==> config.mk <==
export PLATFORM = sky130hd
export DESIGN_NAME = ctpp_back
export DESIGN_NICKNAME = d
export VERILOG_FILES = /design/src/hdl/complex_trace_peak_phase_unit_defines.svh /design/src/hdl/ctpp_pkg.sv /design/src/hdl/ctpp_back.sv
export SDC_FILE = /design/constraint.sdc
export NUM_CORES = 2
export LEC_CHECK = 0
export BUFFER_PORTS_ARGS = -buffer_cell sky130_fd_sc_hd__buf_2
export CORE_ASPECT_RATIO = 0.7
export CORE_MARGIN = 2
export CORE_UTILIZATION = 25
export DETAILED_ROUTE_END_ITERATION = 8
export MAX_ROUTING_LAYER = met4
export PLACE_DENSITY = 0.37
export SLEW_MARGIN = 10
export SYNTH_ARGS = -nofsm -noshare
export SYNTH_HDL_FRONTEND = slang
export SYNTH_SLANG_ARGS = --single-unit
==> constraint.sdc <==
create_clock -name clk -period 18.7 [get_ports clk]
set_input_delay 5.61 -clock clk [delete_from_list [all_inputs] [get_ports clk]]
set_output_delay 5.61 -clock clk [all_outputs]
set_load 0.03 [all_outputs]
==> src/hdl/complex_trace_peak_phase_unit_defines.svh <==
// ----------------------------------------------------------------------------
// Complex trace peak phase unit assertion macros
// Concurrent check wrappers, empty when SYNTHESIS is defined.
// ----------------------------------------------------------------------------
`ifndef COMPLEX_TRACE_PEAK_PHASE_UNIT_DEFINES_SVH
`define COMPLEX_TRACE_PEAK_PHASE_UNIT_DEFINES_SVH

`ifndef SYNTHESIS
`define CTPP_ASSERT_IMP(label, clk, rst_n, ante, cons) \
  label: assert property (@(posedge clk) disable iff (!rst_n) (ante) |-> (cons)) \
    else $error("ctpp: same-cycle check failed");
`define CTPP_ASSERT_NXT(label, clk, rst_n, ante, cons) \
  label: assert property (@(posedge clk) disable iff (!rst_n) (ante) |=> (cons)) \
    else $error("ctpp: next-cycle check failed");
`else
`define CTPP_ASSERT_IMP(label, clk, rst_n, ante, cons)
`define CTPP_ASSERT_NXT(label, clk, rst_n, ante, cons)
`endif

`endif

==> src/hdl/ctpp_pkg.sv <==
// ----------------------------------------------------------------------------
// Complex trace peak phase package
// Widths, payload, job and state types, register indexes and the CORDIC angle table.
// ----------------------------------------------------------------------------
package ctpp_pkg;

  localparam int SAMPLE_BITS  = 24;
  localparam int MAX_TRACE    = 16384;
  localparam int PHASE_BITS   = 16;
  localparam int IDX_BITS     = $clog2(MAX_TRACE);
  localparam int LEN_BITS     = 15;
  localparam int SQ_BITS      = 2 * SAMPLE_BITS;
  localparam int ROOT_BITS    = SAMPLE_BITS;
  localparam int REM_BITS     = ROOT_BITS + 3;
  localparam int CORDIC_STEPS = 31;
  localparam int CORDIC_SCALE = 28;
  localparam int CW           = SAMPLE_BITS + CORDIC_SCALE + 4;
  localparam int STEP_BITS    = 5;
  localparam int QUEUE_DEPTH  = 4;
  localparam int QPTR_BITS    = $clog2(QUEUE_DEPTH);
  localparam int QCNT_BITS    = QPTR_BITS + 1;
  localparam int CFG_IDX_BITS = 1;
  localparam int CFG_DATA_BITS = LEN_BITS;

  localparam logic [CFG_IDX_BITS-1:0] REG_DC_ENABLE    = 1'd0;
  localparam logic [CFG_IDX_BITS-1:0] REG_TRACE_LENGTH = 1'd1;
  localparam logic [LEN_BITS-1:0]     TRACE_LEN_RESET  = LEN_BITS'(256);

  typedef struct packed {
    logic signed [SAMPLE_BITS-1:0] sample_real;
    logic signed [SAMPLE_BITS-1:0] sample_imag;
    logic signed [SAMPLE_BITS-1:0] dc_real;
    logic signed [SAMPLE_BITS-1:0] dc_imag;
  } ctpp_in_t;

  typedef struct packed {
    logic        [SAMPLE_BITS-1:0] peak_magnitude;
    logic signed [PHASE_BITS-1:0]  peak_phase;
    logic signed [SAMPLE_BITS-1:0] peak_real;
    logic signed [SAMPLE_BITS-1:0] peak_imag;
    logic        [IDX_BITS-1:0]    peak_index;
  } ctpp_out_t;

  typedef struct packed {
    logic        [SQ_BITS-1:0]     square;
    logic signed [SAMPLE_BITS-1:0] re;
    logic signed [SAMPLE_BITS-1:0] im;
    logic        [IDX_BITS-1:0]    idx;
  } peak_job_t;

  typedef enum logic [1:0] {
    BK_IDLE,
    BK_RUN,
    BK_HOLD
  } back_state_t;

  function automatic logic [31:0] atan_lut(input logic [STEP_BITS-1:0] i);
    logic [31:0] a;
    unique case (i)
      5'd0:  a = 32'h20000000;
      5'd1:  a = 32'h12E4051E;
      5'd2:  a = 32'h09FB385B;
      5'd3:  a = 32'h051111D4;
      5'd4:  a = 32'h028B0D43;
      5'd5:  a = 32'h0145D7E1;
      5'd6:  a = 32'h00A2F61E;
      5'd7:  a = 32'h00517C55;
      5'd8:  a = 32'h0028BE53;
      5'd9:  a = 32'h00145F2F;
      5'd10: a = 32'h000A2F98;
      5'd11: a = 32'h000517CC;
      5'd12: a = 32'h00028BE6;
      5'd13: a = 32'h000145F3;
      5'd14: a = 32'h0000A2FA;
      5'd15: a = 32'h0000517D;
      5'd16: a = 32'h000028BE;
      5'd17: a = 32'h0000145F;
      5'd18: a = 32'h00000A30;
      5'd19: a = 32'h00000518;
      5'd20: a = 32'h0000028C;
      5'd21: a = 32'h00000146;
      5'd22: a = 32'h000000A3;
      5'd23: a = 32'h00000051;
      5'd24: a = 32'h00000029;
      5'd25: a = 32'h00000014;
      5'd26: a = 32'h0000000A;
      5'd27: a = 32'h00000005;
      5'd28: a = 32'h00000003;
      5'd29: a = 32'h00000001;
      5'd30: a = 32'h00000001;
      default: a = 32'h00000000;
    endcase
    return a;
  endfunction

endpackage

==> src/hdl/ctpp_back.sv <==
// ----------------------------------------------------------------------------
// Complex trace peak phase back end
// Iterative rounded square root and CORDIC vectoring per queued job.
// ----------------------------------------------------------------------------
module ctpp_back (
  input  logic                    clk,
  input  logic                    rst_n,
  input  logic                    q_valid,
  input  ctpp_pkg::peak_job_t     pop_data,
  output logic                    pop,
  output logic                    back_busy,
  output logic                    out_valid,
  input  logic                    out_stall,
  output ctpp_pkg::ctpp_out_t     out_data
);
  import ctpp_pkg::*;

  localparam logic [STEP_BITS-1:0] LAST_STEP = STEP_BITS'(CORDIC_STEPS - 1);
  localparam logic [31:0] ROUND_HALF = 32'(1) << (31 - PHASE_BITS);

  back_state_t                   state_r, state_nxt;
  logic [STEP_BITS-1:0]          step_r;
  logic [SQ_BITS-1:0]            rad_r;
  logic [ROOT_BITS-1:0]          root_r;
  logic [REM_BITS-1:0]           rem_r;
  logic signed [CW-1:0]          x_r, y_r;
  logic [31:0]                   z_r;
  logic                          zero_r;
  logic signed [SAMPLE_BITS-1:0] re_r, im_r;
  logic [IDX_BITS-1:0]           idx_r;
  logic                          out_valid_r;
  ctpp_out_t                     out_r;

  logic                          out_free, load_out;
  logic signed [CW-1:0]          x0, y0, xl, yl, dx, dy;
  logic [31:0]                   zl, ang, z_rnd;
  logic [REM_BITS-1:0]           rem_sh, trial;
  logic [SAMPLE_BITS-1:0]        mag;

  always_ff @(posedge clk) begin
    if (!rst_n) begin
      state_r <= BK_IDLE;
    end else begin
      state_r <= state_nxt;
    end
  end

  always_comb begin
    out_free  = !out_valid_r || !out_stall;
    state_nxt = state_r;
    pop       = 1'b0;
    load_out  = 1'b0;
    unique case (state_r)
      BK_IDLE: begin
        if (q_valid) begin
          pop       = 1'b1;
          state_nxt = BK_RUN;
        end
      end
      BK_RUN: begin
        if (step_r == LAST_STEP) begin
          state_nxt = BK_HOLD;
        end
      end
      BK_HOLD: begin
        if (out_free) begin
          load_out  = 1'b1;
          state_nxt = BK_IDLE;
        end
      end
      default: state_nxt = BK_IDLE;
    endcase
  end

  assign back_busy = (state_r != BK_IDLE);

  always_comb begin
    x0 = CW'(pop_data.re) <<< CORDIC_SCALE;
    y0 = CW'(pop_data.im) <<< CORDIC_SCALE;
    if (pop_data.re < 0) begin
      if (pop_data.im >= 0) begin
        xl = y0;
        yl = -x0;
        zl = 32'h40000000;
      end else begin
        xl = -y0;
        yl = x0;
        zl = 32'hC0000000;
      end
    end else begin
      xl = x0;
      yl = y0;
      zl = 32'h0;
    end
    dx  = y_r >>> step_r;
    dy  = x_r >>> step_r;
    ang = atan_lut(step_r);

    rem_sh = {rem_r[REM_BITS-3:0], rad_r[SQ_BITS-1 -: 2]};
    trial  = {1'b0, root_r, 2'b01};

    mag   = root_r + SAMPLE_BITS'(rem_r > REM_BITS'(root_r));
    z_rnd = z_r + ROUND_HALF;
  end

  always_ff @(posedge clk) begin
    if (!rst_n) begin
      step_r <= '0;
    end else if (pop) begin
      step_r <= '0;
    end else if (state_r == BK_RUN) begin
      step_r <= step_r + STEP_BITS'(1);
    end
  end

  always_ff @(posedge clk) begin
    if (pop) begin
      rad_r  <= pop_data.square;
      root_r <= '0;
      rem_r  <= '0;
      x_r    <= xl;
      y_r    <= yl;
      z_r    <= zl;
      zero_r <= (pop_data.re == 0) && (pop_data.im == 0);
      re_r   <= pop_data.re;
      im_r   <= pop_data.im;
      idx_r  <= pop_data.idx;
    end else if (state_r == BK_RUN) begin
      if (step_r < STEP_BITS'(ROOT_BITS)) begin
        rad_r <= rad_r << 2;
        if (rem_sh >= trial) begin
          rem_r  <= rem_sh - trial;
          root_r <= {root_r[ROOT_BITS-2:0], 1'b1};
        end else begin
          rem_r  <= rem_sh;
          root_r <= {root_r[ROOT_BITS-2:0], 1'b0};
        end
      end
      if (y_r >= 0) begin
        x_r <= x_r + dx;
        y_r <= y_r - dy;
        z_r <= z_r + ang;
      end else begin
        x_r <= x_r - dx;
        y_r <= y_r + dy;
        z_r <= z_r - ang;
      end
    end
  end

  always_ff @(posedge clk) begin
    if (!rst_n) begin
      out_valid_r <= 1'b0;
    end else if (load_out) begin
      out_valid_r <= 1'b1;
    end else if (!out_stall) begin
      out_valid_r <= 1'b0;
    end
  end

  always_ff @(posedge clk) begin
    if (load_out) begin
      out_r.peak_magnitude <= mag;
      out_r.peak_phase     <= zero_r ? '0 : z_rnd[31 -: PHASE_BITS];
      out_r.peak_real      <= re_r;
      out_r.peak_imag      <= im_r;
      out_r.peak_index     <= idx_r;
    end
  end

  assign out_valid = out_valid_r;
  assign out_data  = out_r;

endmodule

* Word-level counts from Yosys, hierarchy flattened
Memories as Yosys holds them, arrays and structs flattened. A register that Yosys moved wholly into a read port is not among the register bits.
Index checks and enable logic that the tools add are counted.
** Cells by class
- $add $sub $neg :: 12
- Magnitude comparators :: 6
- Eq/ne operators :: 7
- Shifts and indexed selects :: 2
- Muxes and demuxes :: 32
- Bitwise operators :: 1
- Reductions and logical operators :: 14
** Operators with widths (number)
- $mux 56 :: 10
- $mux 32 :: 5
- $mux 48 :: 3
- $add 56x56->56 :: 2
- $neg 52->56 :: 2
- $sshr 56x5->56 :: 2
- $sub 56x56->56 :: 2
- $logic_not 32->1 :: 2
- $ge 56x1->1 const B :: 1
- $add 32x16->32 const B :: 1
- $add 32x32->32 :: 1
- $sub 32x32->32 :: 1
- $ge 27x26->1 :: 1
- $gt 27x24->1 :: 1
- $mux 27 :: 1
- $sub 27x26->27 :: 1
- $add 24x1->24 :: 1
- $ge 24x1->1 const B :: 1
- $lt 24x1->1 const B :: 1
- $mux 5 :: 2
- $mux 1 :: 7
- $mux 2 :: 3
- $ne 2x2->1 const B :: 3
- $pmux 2 s3 :: 1
- 15 further kinds :: 19
** Storage, ports and cells
- Flip-flop bits (word level) :: 416
- Bits in read-only memories :: 960
- Bits of input ports :: 114
- Word-level logic and storage cells :: 93
- Memories :: 1
** Memories
- (name not given) :: words 32, bits a word 30, read ports 1, clocked after Yosys merged registers in 1, wr ports 0, RTL line ctpp_pkg.sv:59 : unique case (i)

* Longest topological paths before layout
- Depth in word-level cells :: 5
- Mapped depth :: 38
- Depth with buffers taken out :: 29

* Worst setup path before layout
Ideal clock, no wire load.
- Kind :: input-to-output
- From :: input q_valid
- To :: output pop
- Arrival :: 8296 ps
- Required time :: 13090 ps
- Setup slack :: 4794 ps
- Stages on the path :: 4
- Buffers on the path :: 2
- Cell sequence :: nand2_1 > clkinv_1 > clkbuf_1 > clkbuf_1
** On the way
- Cells in the longest elaborated chain, start to end :: 2
** RTL lines
- start, declared :: RTL line ctpp_back.sv:8 : input logic q_valid,
- $mux 1 :: RTL line ctpp_back.sv:55 : if (q_valid) begin
- $mux 1 :: RTL line ctpp_back.sv:53 : unique case (state_r)
- end, declared :: RTL line ctpp_back.sv:10 : output logic pop,
Every way passes these cells.

* Final worst setup path
Ends and elaborated chain as after synthesis.

==> impl_results.md <==
* Vias in the first global route at 32,200
* Setup TNS at 0 ns
* Startpoint Class: input pin
* Min-delay worst type: reg -> reg
* CTS tree: done
* DRC violations left at 0
* Final Cycle Share at 66.9%
* RSZ-0062 raised after global routing: no
* Critical Path End Type: output port
* Violation count after the first detailed-routing iteration at 3,547
* WP data required at ~13 ns
* Commonest cells after routing, fill and taps aside: nand2_1 (528), edfxtp_1 (357), nor2_1 (334)
* Sequential area share after synthesis at roughly 32%
* Reg power frac at 20.5%
* Area Growth Syn to Fin at 12.5%
* CTS hold repair buffers at 0
* WL per Instance at between 20 and 25 µm
* Worst vdd ir at 0.0974 mV
* Share of the synthesized area in the top cell type at 27.5%
* Cell Rows at 121
* Largest area contributor in the synthesized netlist: edfxtp_1
* Die Height at between 300 and 400 µm
* Sw power at 4.84 mW
* Switching part of the total at between 50% and 60%
* Post-synthesis mux area share at 15.3%
* Synth Area in Simple Gates at between 15 and 20%
* Clock slew seen by the registers of the worst setup and hold paths at ~0.06 ns
* Arrival @ worst endpoint at 6.89 ns
* Largest net degree at the start of global routing at 135
* DRT Wirelength at 157,000 µm
* XOR/XNOR Fraction of Synth Area at approximately 8%
* Routability cong. at 0.914
* Synth Area in Compound Gates at 18.2%
* Inst Count DP at ~6,300
* PD cells at 219 nW/µm²
* Syn avg cell area at 9.27 µm²
* Worst-margin pin slew at 1.24 ns
* Pint at around 4.8 mW
* CP Max Fanout at 93
* Post-synthesis adder-cell area fraction at 6.22%
* CTS HTree Levels at 2
* Antenna-violating nets left at 0
* Combinational family with the most area after synthesis: compound AO/OA/AOI/OAI gates
* Worst Hold Slack at 0.412 ns
* Fmax at 0.0800 GHz
* Core area at between 150,000 and 200,000 µm²
* Post-synth top flop: edfxtp_1
* Max Cap Viol at 0
* Clock period minus worst slack at 12.50 ns
* Clock Latency Late Sink at 0.71 ns
* Leakage at 16.5 nW
* Mapped Cells at 4,208
* Worst Hold Depth at 0
* Crit Path Category: in -> out
* Most area-consuming cells after synthesis: edfxtp_1 (27%), mux4_2 (8.9%), ha_1 (6.1%)
* Clk root buf: clkbuf_16
* Fin cells at 6,425
* Clock Power Share at 11.9%
* FF+latch count, synth at roughly 450
* Post-CTS resize count at 0
* Ys Warns at 0
* Initial antenna violation count at 10
* Overflow after GRT at 0
* Initial DRT Pass Iterations at 8
* First-pass GRT wire length at 229,000 µm
* Commonest non-fill, non-tap cell in the layout: nand2_1
* Vias at 34,300
* Final setup vio count at 0
* Final nets at about 4,600
* Slew margin rel. at 16.9%
* Clock Sinks at 446
* Die ar. at 159,000 µm²
* Syn nets at between 4,000 and 5,000
* Fillcell total at 16,500
* Reg2reg path depth at 26
* Share of cells above drive strength 1 at around 15%
* EDFF count, synth at between 300 and 400
* Starting density of the core at ~25%
* Chip width at between 400 and 500 µm
* Top-Level Pins at 219
* HPWL Detailed at 118,000 µm
* Outcome: finished clean
* Num CTS Buffers at 53
* Gr usage total at roughly 20%
* Synthesized cell area at 39,000 µm²
* Skew final at between 0.06 and 0.07 ns
* # port buffers at 218
* Final count of hold timing violations at 0
* Final Max Tran Viols at 0
* Async set or reset register ratio after synthesis at 0%
* Post-CTS Setup Bufs at 0
* Logic pwr share at about two thirds
* Cell variety after synth at between 90 and 100
* Clk buf depth at 3
* Via-to-Cell Ratio at ~5.3
==> logic make-up (layout without fill, tap and decap cells) <==
kind of cell / count (synthesis) / after routing
other cells: 0 / 8
xor+xnor: 360 / 360
compound gates: 1110 / 1110
simple gates: 1345 / 1345
buf+inv: 363 / 481
flops: 446 / 446
fa+ha+maj: 192 / 192
mux: 392 / 392
==> cell type report <==
class                   instances  area, µm²  area share [%]
clock inverters                30        340           0.776
repair buffers                268       1510            3.43
flip-flops and latches        446      12500            28.5
inverters                     114        437           0.995
well taps                    2091       2620            5.96
multi-input cells            3399      24900            56.7
diodes                          8       20.0          0.0456
clock buffers                  69       1550            3.54
==> layer usage <==
metal / wire length, µm / GRT usage [%] / part of all wire (%) / vias up
met5: 0 / - / 0 / -
li1: - / - / - / 15900
met2: 59300 / 24.7 / 38 / 1178
met3: 14100 / 5.54 / 9.0 / 161
met4: 2960 / 3.81 / 1.9 / 0
met1: 80500 / 30.5 / 51 / 17000
==> through the flow <==
step | setup slack, ns | cell area, µm² | util [%] | power [mW]
2_1_floorplan | 4.79 | 39000 | - | 6.46
3_3_place_gp | 6.20 | 42000 | 27.0 | 8.37
3_5_place_dp | 6.19 | 42000 | 27.0 | 8.31
4_1_cts | 6.19 | 43900 | 28.3 | 9.53
5_1_grt | 6.11 | 43900 | 28.3 | 10.4
6_report | 6.20 | 43900 | 28.3 | 9.59
==> sequential cells by signal (all words and copies together), names as in the netlist <==
signal,count
rem_r,27
out_valid,1
z_r,32
state_r,2
ang,30
y_r,56
step_r,5
zero_r,1
out_data,102
im_r,24
x_r,56
idx_r,14
re_r,24
rad_r,48
root_r,24
==> cells in the mapped netlist, drive strengths merged (42+ instances only) <==
cell type / instances
a21o: 92
a21oi: 279
buf: 110
clkbuf: 139
dfxtp: 89
edfxtp: 357
ha: 189
inv: 110
mux2: 95
mux2i: 143
mux4: 154
nand2: 529
nand2b: 42
nand3: 87
nand4: 48
nor2: 336
nor2b: 43
nor3: 59
o211ai: 59
o21ai: 277
o22ai: 56
o31ai: 45
or3: 43
xnor2: 201
xor2: 159
==> power by group through the flow <==
stage / clock, mW / combinational (mW) / sequential [mW]
finish: 1.14 / 6.48 / 1.96
global route: 1.23 / 7.15 / 1.99
CTS: 1.19 / 6.39 / 1.95
detailed placement: 0 / 6.35 / 1.96
global placement: 0 / 6.40 / 1.97
floorplan: 0 / 4.75 / 1.71
==> final timing paths <==
| path | start | endpoint | slack, ns |
|---|---|---|---|
| worst max-delay path | q_valid | pop | 6.20 |
| worst max register to register | step_r[1]$_SDFFE_PP0P_ | x_r[54]$_DFFE_PP_ | 8.91 |
| worst min register to register | idx_r[4]$_DFFE_PP_ | out_data[4]$_DFFE_PP_ | 0.41 |
| worst min-delay path | idx_r[4]$_DFFE_PP_ | out_data[4]$_DFFE_PP_ | 0.41 |
==> critical path: stages <==
cell     delay [ns]
buf_2          0.19
nand2_4        0.17
inv_8          0.40
buf_2          0.32
No activity file was read; power rests on OpenSTA's default activity.
