==> src/hdl/complex_trace_peak_phase_unit_defines.svh <==
// ----------------------------------------------------------------------------
// Complex trace peak phase unit assertion macros
// Concurrent check wrappers, empty when SYNTHESIS is defined.
// ----------------------------------------------------------------------------
`ifndef COMPLEX_TRACE_PEAK_PHASE_UNIT_DEFINES_SVH
`define COMPLEX_TRACE_PEAK_PHASE_UNIT_DEFINES_SVH

`ifndef SYNTHESIS
`define CTPP_ASSERT_IMP(label, clk, rst_n, ante, cons) \
  label: assert property (@(posedge clk) disable iff (!rst_n) (ante) |-> (cons)) \
    else $error("ctpp: same-cycle check failed");
`define CTPP_ASSERT_NXT(label, clk, rst_n, ante, cons) \
  label: assert property (@(posedge clk) disable iff (!rst_n) (ante) |=> (cons)) \
    else $error("ctpp: next-cycle check failed");
`else
`define CTPP_ASSERT_IMP(label, clk, rst_n, ante, cons)
`define CTPP_ASSERT_NXT(label, clk, rst_n, ante, cons)
`endif

`endif

==> src/hdl/ctpp_pkg.sv <==
// ----------------------------------------------------------------------------
// Complex trace peak phase package
// Widths, payload, job and state types, register indexes and the CORDIC angle table.
// ----------------------------------------------------------------------------
package ctpp_pkg;

  localparam int SAMPLE_BITS  = 24;
  localparam int MAX_TRACE    = 16384;
  localparam int PHASE_BITS   = 16;
  localparam int IDX_BITS     = $clog2(MAX_TRACE);
  localparam int LEN_BITS     = 15;
  localparam int SQ_BITS      = 2 * SAMPLE_BITS;
  localparam int ROOT_BITS    = SAMPLE_BITS;
  localparam int REM_BITS     = ROOT_BITS + 3;
  localparam int CORDIC_STEPS = 31;
  localparam int CORDIC_SCALE = 28;
  localparam int CW           = SAMPLE_BITS + CORDIC_SCALE + 4;
  localparam int STEP_BITS    = 5;
  localparam int QUEUE_DEPTH  = 4;
  localparam int QPTR_BITS    = $clog2(QUEUE_DEPTH);
  localparam int QCNT_BITS    = QPTR_BITS + 1;
  localparam int CFG_IDX_BITS = 1;
  localparam int CFG_DATA_BITS = LEN_BITS;

  localparam logic [CFG_IDX_BITS-1:0] REG_DC_ENABLE    = 1'd0;
  localparam logic [CFG_IDX_BITS-1:0] REG_TRACE_LENGTH = 1'd1;
  localparam logic [LEN_BITS-1:0]     TRACE_LEN_RESET  = LEN_BITS'(256);

  typedef struct packed {
    logic signed [SAMPLE_BITS-1:0] sample_real;
    logic signed [SAMPLE_BITS-1:0] sample_imag;
    logic signed [SAMPLE_BITS-1:0] dc_real;
    logic signed [SAMPLE_BITS-1:0] dc_imag;
  } ctpp_in_t;

  typedef struct packed {
    logic        [SAMPLE_BITS-1:0] peak_magnitude;
    logic signed [PHASE_BITS-1:0]  peak_phase;
    logic signed [SAMPLE_BITS-1:0] peak_real;
    logic signed [SAMPLE_BITS-1:0] peak_imag;
    logic        [IDX_BITS-1:0]    peak_index;
  } ctpp_out_t;

  typedef struct packed {
    logic        [SQ_BITS-1:0]     square;
    logic signed [SAMPLE_BITS-1:0] re;
    logic signed [SAMPLE_BITS-1:0] im;
    logic        [IDX_BITS-1:0]    idx;
  } peak_job_t;

  typedef enum logic [1:0] {
    BK_IDLE,
    BK_RUN,
    BK_HOLD
  } back_state_t;

  function automatic logic [31:0] atan_lut(input logic [STEP_BITS-1:0] i);
    logic [31:0] a;
    unique case (i)
      5'd0:  a = 32'h20000000;
      5'd1:  a = 32'h12E4051E;
      5'd2:  a = 32'h09FB385B;
      5'd3:  a = 32'h051111D4;
      5'd4:  a = 32'h028B0D43;
      5'd5:  a = 32'h0145D7E1;
      5'd6:  a = 32'h00A2F61E;
      5'd7:  a = 32'h00517C55;
      5'd8:  a = 32'h0028BE53;
      5'd9:  a = 32'h00145F2F;
      5'd10: a = 32'h000A2F98;
      5'd11: a = 32'h000517CC;
      5'd12: a = 32'h00028BE6;
      5'd13: a = 32'h000145F3;
      5'd14: a = 32'h0000A2FA;
      5'd15: a = 32'h0000517D;
      5'd16: a = 32'h000028BE;
      5'd17: a = 32'h0000145F;
      5'd18: a = 32'h00000A30;
      5'd19: a = 32'h00000518;
      5'd20: a = 32'h0000028C;
      5'd21: a = 32'h00000146;
      5'd22: a = 32'h000000A3;
      5'd23: a = 32'h00000051;
      5'd24: a = 32'h00000029;
      5'd25: a = 32'h00000014;
      5'd26: a = 32'h0000000A;
      5'd27: a = 32'h00000005;
      5'd28: a = 32'h00000003;
      5'd29: a = 32'h00000001;
      5'd30: a = 32'h00000001;
      default: a = 32'h00000000;
    endcase
    return a;
  endfunction

endpackage

==> src/hdl/ctpp_front.sv <==
// ----------------------------------------------------------------------------
// Complex trace peak phase front end
// Accepts samples, optionally removes DC, squares, tracks the peak and queues one job
// per finished trace.
// ----------------------------------------------------------------------------
module ctpp_front (
  input  logic                                 clk,
  input  logic                                 rst_n,
  input  logic                                 cfg_we,
  input  logic [ctpp_pkg::CFG_IDX_BITS-1:0]    cfg_index,
  input  logic [ctpp_pkg::CFG_DATA_BITS-1:0]   cfg_wdata,
  input  logic                                 in_valid,
  output logic                                 in_stall,
  input  ctpp_pkg::ctpp_in_t                   in_data,
  input  logic [ctpp_pkg::QCNT_BITS-1:0]       q_count,
  output logic                                 push,
  output ctpp_pkg::peak_job_t                  push_data
);
  import ctpp_pkg::*;

  localparam logic signed [SAMPLE_BITS-1:0] S_MAX = {1'b0, {(SAMPLE_BITS-1){1'b1}}};
  localparam logic signed [SAMPLE_BITS-1:0] S_MIN = {1'b1, {(SAMPLE_BITS-1){1'b0}}};

  logic                          dc_enable_r;
  logic [LEN_BITS-1:0]           trace_length_r;
  logic [IDX_BITS-1:0]           counter_r;

  logic                          s1_valid_r, s1_last_r;
  logic signed [SAMPLE_BITS-1:0] s1_re_r, s1_im_r;
  logic [IDX_BITS-1:0]           s1_idx_r;

  logic                          s2_valid_r, s2_last_r;
  logic signed [SAMPLE_BITS-1:0] s2_re_r, s2_im_r;
  logic [IDX_BITS-1:0]           s2_idx_r;
  logic [SQ_BITS-1:0]            s2_rr_r, s2_ii_r;

  logic [SQ_BITS-1:0]            best_sq_r;
  logic signed [SAMPLE_BITS-1:0] best_re_r, best_im_r;
  logic [IDX_BITS-1:0]           best_idx_r;

  logic                          accept;
  logic [LEN_BITS-1:0]           len_eff;
  logic                          last;
  logic signed [SAMPLE_BITS:0]   diff_re, diff_im;
  logic signed [SAMPLE_BITS-1:0] sat_re, sat_im;
  logic [QCNT_BITS:0]            reserved;
  logic [SQ_BITS-1:0]            sq;
  logic                          take;

  function automatic logic signed [SAMPLE_BITS-1:0] sat_sample(
    input logic signed [SAMPLE_BITS:0] v);
    logic signed [SAMPLE_BITS-1:0] r;
    if (v[SAMPLE_BITS] != v[SAMPLE_BITS-1]) begin
      r = v[SAMPLE_BITS] ? S_MIN : S_MAX;
    end else begin
      r = v[SAMPLE_BITS-1:0];
    end
    return r;
  endfunction

  always_ff @(posedge clk) begin
    if (!rst_n) begin
      dc_enable_r    <= 1'b0;
      trace_length_r <= TRACE_LEN_RESET;
    end else if (cfg_we) begin
      unique case (cfg_index)
        REG_DC_ENABLE:    dc_enable_r    <= cfg_wdata[0];
        REG_TRACE_LENGTH: trace_length_r <= cfg_wdata;
        default: ;
      endcase
    end
  end

  always_comb begin
    reserved = (QCNT_BITS+1)'(q_count) + (QCNT_BITS+1)'(s1_valid_r & s1_last_r)
             + (QCNT_BITS+1)'(s2_valid_r & s2_last_r);
    in_stall = (reserved >= (QCNT_BITS+1)'(QUEUE_DEPTH));
    accept   = in_valid && !in_stall;

    if (trace_length_r == '0) begin
      len_eff = LEN_BITS'(1);
    end else if (trace_length_r > LEN_BITS'(MAX_TRACE)) begin
      len_eff = LEN_BITS'(MAX_TRACE);
    end else begin
      len_eff = trace_length_r;
    end
    last = ((LEN_BITS'(counter_r) + LEN_BITS'(1)) >= len_eff);

    diff_re = (SAMPLE_BITS+1)'(in_data.sample_real) - (SAMPLE_BITS+1)'(in_data.dc_real);
    diff_im = (SAMPLE_BITS+1)'(in_data.sample_imag) - (SAMPLE_BITS+1)'(in_data.dc_imag);
    sat_re  = dc_enable_r ? sat_sample(diff_re) : in_data.sample_real;
    sat_im  = dc_enable_r ? sat_sample(diff_im) : in_data.sample_imag;

    sq   = s2_rr_r + s2_ii_r;
    take = (sq >= best_sq_r);

    push             = s2_valid_r && s2_last_r;
    push_data.square = take ? sq : best_sq_r;
    push_data.re     = take ? s2_re_r : best_re_r;
    push_data.im     = take ? s2_im_r : best_im_r;
    push_data.idx    = take ? s2_idx_r : best_idx_r;
  end

  always_ff @(posedge clk) begin
    if (!rst_n) begin
      counter_r  <= '0;
      s1_valid_r <= 1'b0;
      s2_valid_r <= 1'b0;
      best_sq_r  <= '0;
      best_re_r  <= '0;
      best_im_r  <= '0;
      best_idx_r <= '0;
    end else begin
      s1_valid_r <= accept;
      s2_valid_r <= s1_valid_r;
      if (accept) begin
        counter_r <= last ? '0 : counter_r + IDX_BITS'(1);
      end
      if (s2_valid_r) begin
        if (s2_last_r) begin
          best_sq_r  <= '0;
          best_re_r  <= '0;
          best_im_r  <= '0;
          best_idx_r <= '0;
        end else if (take) begin
          best_sq_r  <= sq;
          best_re_r  <= s2_re_r;
          best_im_r  <= s2_im_r;
          best_idx_r <= s2_idx_r;
        end
      end
    end
  end

  always_ff @(posedge clk) begin
    if (accept) begin
      s1_re_r   <= sat_re;
      s1_im_r   <= sat_im;
      s1_idx_r  <= counter_r;
      s1_last_r <= last;
    end
    s2_re_r   <= s1_re_r;
    s2_im_r   <= s1_im_r;
    s2_idx_r  <= s1_idx_r;
    s2_last_r <= s1_last_r;
    s2_rr_r   <= s1_re_r * s1_re_r;
    s2_ii_r   <= s1_im_r * s1_im_r;
  end

endmodule

==> config.mk <==
export PLATFORM = sky130hd
export DESIGN_NAME = ctpp_front
export DESIGN_NICKNAME = d
export VERILOG_FILES = /design/src/hdl/complex_trace_peak_phase_unit_defines.svh /design/src/hdl/ctpp_pkg.sv /design/src/hdl/ctpp_front.sv
export SDC_FILE = /design/constraint.sdc
export NUM_CORES = 2
export LEC_CHECK = 0
export BUFFER_PORTS_ARGS = -buffer_cell sky130_fd_sc_hd__clkbuf_2
export CORE_MARGIN = 2
export CORE_UTILIZATION = 50
export CTS_CLUSTER_DIAMETER = 80
export DETAILED_ROUTE_END_ITERATION = 10
export HOLD_SLACK_MARGIN = 0.05
export PLACE_DENSITY = 0.66
export SETUP_SLACK_MARGIN = 0.15
export SLEW_MARGIN = 20
export SYNTH_ARGS = -nofsm -noshare
export SYNTH_HDL_FRONTEND = slang
export SYNTH_SLANG_ARGS = --single-unit
==> constraint.sdc <==
create_clock -name clk -period 9.21 [get_ports clk]
set_input_delay 1.842 -clock clk [delete_from_list [all_inputs] [get_ports clk]]
set_output_delay 1.842 -clock clk [all_outputs]
set_load 0.05 [all_outputs]
* Yosys cells after proc, flatten, opt, wreduce, memory -nomap -nowiden *
Index checks and enable logic that the tools add are counted.
W data, S select, Z words.

word-level totals
  flip-flop bits (word level) = 364

cells by class
  add/sub/neg operators = 7
  $mul = 2
  magnitude comparators = 4
  equality and inequality tests = 2
  multiplexer cells = 17
  bitwise operators = 3
  reduce and logical (&&, ||, !) cells = 6

operator list
  operator                 number
  $mux W24                 10
  $mul A24 B24 Y48         2
  $mux W48                 2
  $sub A24 B24 Y25         2
  $add A48 B48 Y48         1
  $ge A48 B48 Y1           1
  $mux W14                 3
  $mux W15                 2
  $add A14 B1 Y15 const B  1
  $ge A15 B15 Y1           1
  $gt A15 B15 Y1 const B   1
  $logic_not A15 Y1        1
  $add A14 B1 Y14 const B  1
  $add A3 B1 Y4            1
  $add A4 B1 Y4            1
  $ge A4 B3 Y1 const B     1
  $reduce_and A2 Y1        2
  $and A1 B1 Y1            2
  $logic_and A1 B1 Y1      2
  $ne A1 B1 Y1             2
  $logic_not A1 Y1         1
  $not A1 Y1               1

* Depth between registers and ports, before layout *
  depth after elaboration = 6
  mapped depth = 29
  gate-level depth less buffers = 26

* Worst setup path after synthesis *
No wires, ideal clock.

  path type = register -> register
  start point = register s1_im_r[23]
  end point = register s2_ii_r[46]
  setup time = 0.123 ns
  data arrival time = 7.216 ns
  data required time = 9.087 ns
  path slack = 1.871 ns
  cell stages (with the launch flop) = 23
  buffers on the path = 2
  period minus slack after synthesis = 7.339 ns
  path through = edfxtp_1 > clkbuf_1 > clkbuf_1 > nand2_1 > inv_1 > fa_1 > fa_1 > inv_1 > fa_1 > inv_1 > fa_1 > fa_1 > fa_1 > fa_1 > ha_1 > a21o_1 > a21o_1 > a21o_1 > or4_1 > or3_1 > a21oi_1 > a21oi_1 > xor2_1

between the ends
  longest elaborated chain between the ends = 1

RTL lines
  item                    line               RTL
  from (decl)             ctpp_front.sv:29   logic signed [SAMPLE_BITS-1:0] s1_re_r, s1_im_r;
  from (signal assigned)  ctpp_front.sv:138  s1_im_r <= sat_im;
  $mul A24 B24 Y48        ctpp_front.sv:147  s2_ii_r <= s1_im_r * s1_im_r;
  to (signal assigned)    ctpp_front.sv:147
  to (decl)               ctpp_front.sv:35   logic [SQ_BITS-1:0] s2_rr_r, s2_ii_r;

No other way between the ends.
A chain may end at the register's enable or synchronous reset.

==> results by group <==
Global route
  • Largest net degree at the start of global routing: roughly 110
  • Initial antenna violation count: 6
  • Vias in the first global route: 42.6k
  • Total gr overflow: 0
  • GRT Resource Usage Total: 24.9%
  • First-pass GRT wire length: 226000 um

Detailed routing
  • Post-DR wirelength/cell: 18.5 um
  • Metal-1 WL: between 60000 and 70000 um
  • ANT nets after route: 0
  • Remaining DRCs: 0
  • Starting DRT DRC Count: 2827
  • Drt first pass iters: 6
  • Routed vias: 39.8k
  • Drt total wl: 139000 um
  • Met2 routed WL: 64200 um
  • Vias per cell: 5.28
  • Top sig layer: met5
  • WL met3: 11600 um

CTS
  • Post-CTS resize count: 0
  • TritonCTS Buffers: 46
  • Setup Buffers After CTS: 0
  • Clk_lat worst skew: 670 ps
  • Clk sinks: between 300 and 400
  • CTS Buffer Depth: 3
  • H-tree Lvls: 2
  • CTS Hold Buffers Added: 0
  • Clk root buf: clkbuf_16
  • CTS tree: built
  • Clock-pin slew of the registers on the worst-case setup and hold paths: about 60 ps

Finish
  • Area Growth Syn to Fin: 8.04%
  • Register area: 0.00784 sq mm
  • # nets final: 7703
  • Core Util, Final: 54.5%
  • Fillcell total: 10.1k
  • Fraction of layout cells with a size suffix above 1: 8.21%
  • Multi-input logic area: 0.0418 sq mm

Floorplan
  • IO Pins: 231
  • Die Y-Extent: 338 um
  • Cell Rows: approximately 120
  • Die W: about 340 um
  • CORE AREA: 0.111 sq mm
  • Full die area: 0.115 sq mm
  • Initial Util: 50.5%

STA
  • Fin Hold WS: 336 ps
  • Slew @ Worst Pin: 1260 ps
  • Minimum clock period: slightly below 9000 ps
  • Post-route worst setup slack: 429 ps
  • Layout Skew: 62.5 ps
  • Unrepaired setup endpoints after global routing: no
  • Fin crit share: approximately 95%
  • Fmax: 0.114 GHz
  • Max Slew Vio Count: 0
  • Setup-failing EPs final: 0
  • Headroom to the max-slew limit: 15.4%
  • Final TNS setup: 0 ps
  • Hold Fails Final Rpt: 0

Synthesis
  • Synth Net Count: 7542
  • Yosys cell types: 93
  • Cell Area, Synth: around 0.056 sq mm
  • Asr flop ratio synth: 0%
  • Avg Synthesized Cell Area: 9.54 sq um
  • Synth warn: 0
  • Top FF cell, synth: dfxtp_1
  • EDFF count, synth: 63
  • Cells after Synth: between 5k and 6k
  • Synth Register Bits: 360
  • Seq/Total Area, Yosys: around 14%

Worst hold path
  • Hold Path Depth: 0
  • Hold crit path type: reg2reg
  • Worst hold path startpoint: s1_idx_r[8]
  • WHS Endpoint: s2_idx_r[8]

Worst setup path
  • Slowest cell on crit path: o211ai_1
  • CP delay by family, top: compound AO/OA/AOI/OAI gates
  • Reg2reg start: s1_re_r[2]
  • R2R cell count: 19
  • Reg2reg setup slack: between 1000 and 1500 ps
  • Crit end category: primary output
  • Data arrival time of the worst path: about 6900 ps
  • Max Fanout on Critical Path: 54
  • Critical Path, Cell by Cell: ha_1, a211oi_1, o211ai_1, a21boi_0, o211ai_1, o21bai_1, nand4_1, nand2_1, o211a_1, mux2i_1, nor2b_1, ha_1, nand4_1, nor2_2, a21oi_1, o211ai_1, a41o_4, buf_12, mux2_2, clkbuf_2
  • Max incr delay on CP: 590 ps
  • Req. time, crit path: 7370 ps
  • Crit path buf inv count: 2
  • CP most frequent cell: o211ai_1
  • WS Path Type: reg2out
  • Critical path launch point type: flop
  • End of the worst register-to-register path: s2_rr_r[47]

Placed design
  • Dpl ws: 1280 ps
  • Post-DP HPWL: roughly 120000 um
  • IO Port Bufs: 230
  • Routability cong.: 0.911

Status
  • Outcome: finished, final reports clean

Job
  • Reported max-cap violation count: 0
[cell usage in the layout, fill, tap and decap left out, types with 11 or more instances in the layout]
cell,instances
a211oi_1,13
a21boi_0,17
a21o_1,101
a21oi_1,188
a22o_1,110
a31oi_1,19
and2_1,214
and3_1,24
buf_4,61
clkbuf_16,48
clkbuf_2,230
dfxtp_1,296
edfxtp_1,63
fa_1,1113
ha_1,451
inv_1,1477
mux2_2,76
nand2_1,535
nand2b_1,42
nand3_1,42
nand4_1,29
nor2_1,153
nor2b_1,56
nor3_1,33
o211ai_1,18
o21a_1,36
o21ai_0,125
o21ai_1,29
o21bai_1,11
o22ai_1,36
or3_1,12
xnor2_1,150
xor2_1,63
[layout make-up]
type | count | area share [%]
clock inverters | 19 | 0.489
inverters | 1477 | 9.18
well taps | 1488 | 3.08
multi-input cells | 3841 | 69.3
flip-flops and latches | 360 | 13.0
diodes | 3 | 0.0124
repair buffers | 294 | 2.76
clock buffers | 65 | 2.24
[worst max-delay path by stage]
stage	from	endpoint	slack [ps]	depth (start not counted)
detailed placement	s1_re_r[0]	s2_rr_r[47]	1280	20
global route	s2_rr_r[14]	push_data[99]	160	21
global placement	s2_rr_r[14]	push_data[51]	1350	20
CTS	s2_rr_r[14]	push_data[51]	630	20
floorplan	s1_im_r[23]	s2_ii_r[46]	1870	22
finish	s2_rr_r[14]	push_data[22]	430	20
[cells in the mapped netlist, drive strengths merged (11+ instances only)]
| library cell | count | area [sq um] |
|---|---|---|
| nand4 | 29 | 181 |
| nor2b | 56 | 350 |
| a211oi | 15 | 123 |
| mux2 | 77 | 871 |
| clkbuf | 145 | 544 |
| nand3 | 42 | 210 |
| o211ai | 26 | 235 |
| a31oi | 20 | 131 |
| nor2 | 154 | 578 |
| a22o | 110 | 963 |
| buf | 38 | 193 |
| o21bai | 11 | 82.6 |
| nand2 | 537 | 2030 |
| inv | 1477 | 5540 |
| o21a | 36 | 270 |
| a21oi | 192 | 976 |
| o21ai | 156 | 788 |
| fa | 1113 | 22300 |
| and3 | 24 | 150 |
| xnor2 | 151 | 1330 |
| xor2 | 63 | 552 |
| dfxtp | 297 | 5950 |
| and2 | 217 | 1360 |
| nand2b | 42 | 263 |
| or3 | 13 | 82.6 |
| o22ai | 36 | 225 |
| a21boi | 20 | 154 |
| a21o | 101 | 758 |
| nor3 | 34 | 175 |
| edfxtp | 63 | 1890 |
| ha | 451 | 5640 |
[flip-flops by register name (all words and copies together), names as in the netlist, 24 cells and up]
register,flops
s2_ii_r,47
best_re_r,24
best_sq_r,48
best_im_r,24
s1_re_r,24
s1_im_r,24
s2_rr_r,47
[stage by stage]
| stage | cell area (sq um) | cells |
|---|---|---|
| floorplan | 55900 | 5859 |
| global placement | 58700 | 7458 |
| detailed placement | 58700 | 7458 |
| CTS | 60400 | 7542 |
| finish | 60400 | 7547 |
| global route | 60400 | 7544 |
[per-layer routing]
| layer | up-vias | global-route usage (%) |
|---|---|---|
| met3 | 183 | 4.90 |
| li1 | 18400 | - |
| met4 | 4 | 5.58 |
| met2 | 1218 | 40.1 |
| met5 | - | 0 |
| met1 | 20100 | 35.0 |
[cell families (layout without fill, tap and decap cells)]
| kind of cell | after synthesis | count (layout) | share of synthesized area (%) |
|---|---|---|---|
| buffers and inverters | 1660 | 1855 | 11.2 |
| adder cells (fa/ha/maj) | 1565 | 1565 | 50.0 |
| AND/OR/NAND/NOR | 1181 | 1181 | 10.1 |
| AO/OA/AOI/OAI | 798 | 800 | 9.73 |
| flip-flops | 360 | 360 | 14.0 |
| XOR/XNOR | 214 | 214 | 3.37 |
| multiplexers | 81 | 81 | 1.63 |
| other | 0 | 3 | 0 |
Power is not shown: default switching activity piles up to over one toggle a cycle in this logic, so the estimate is an artifact.
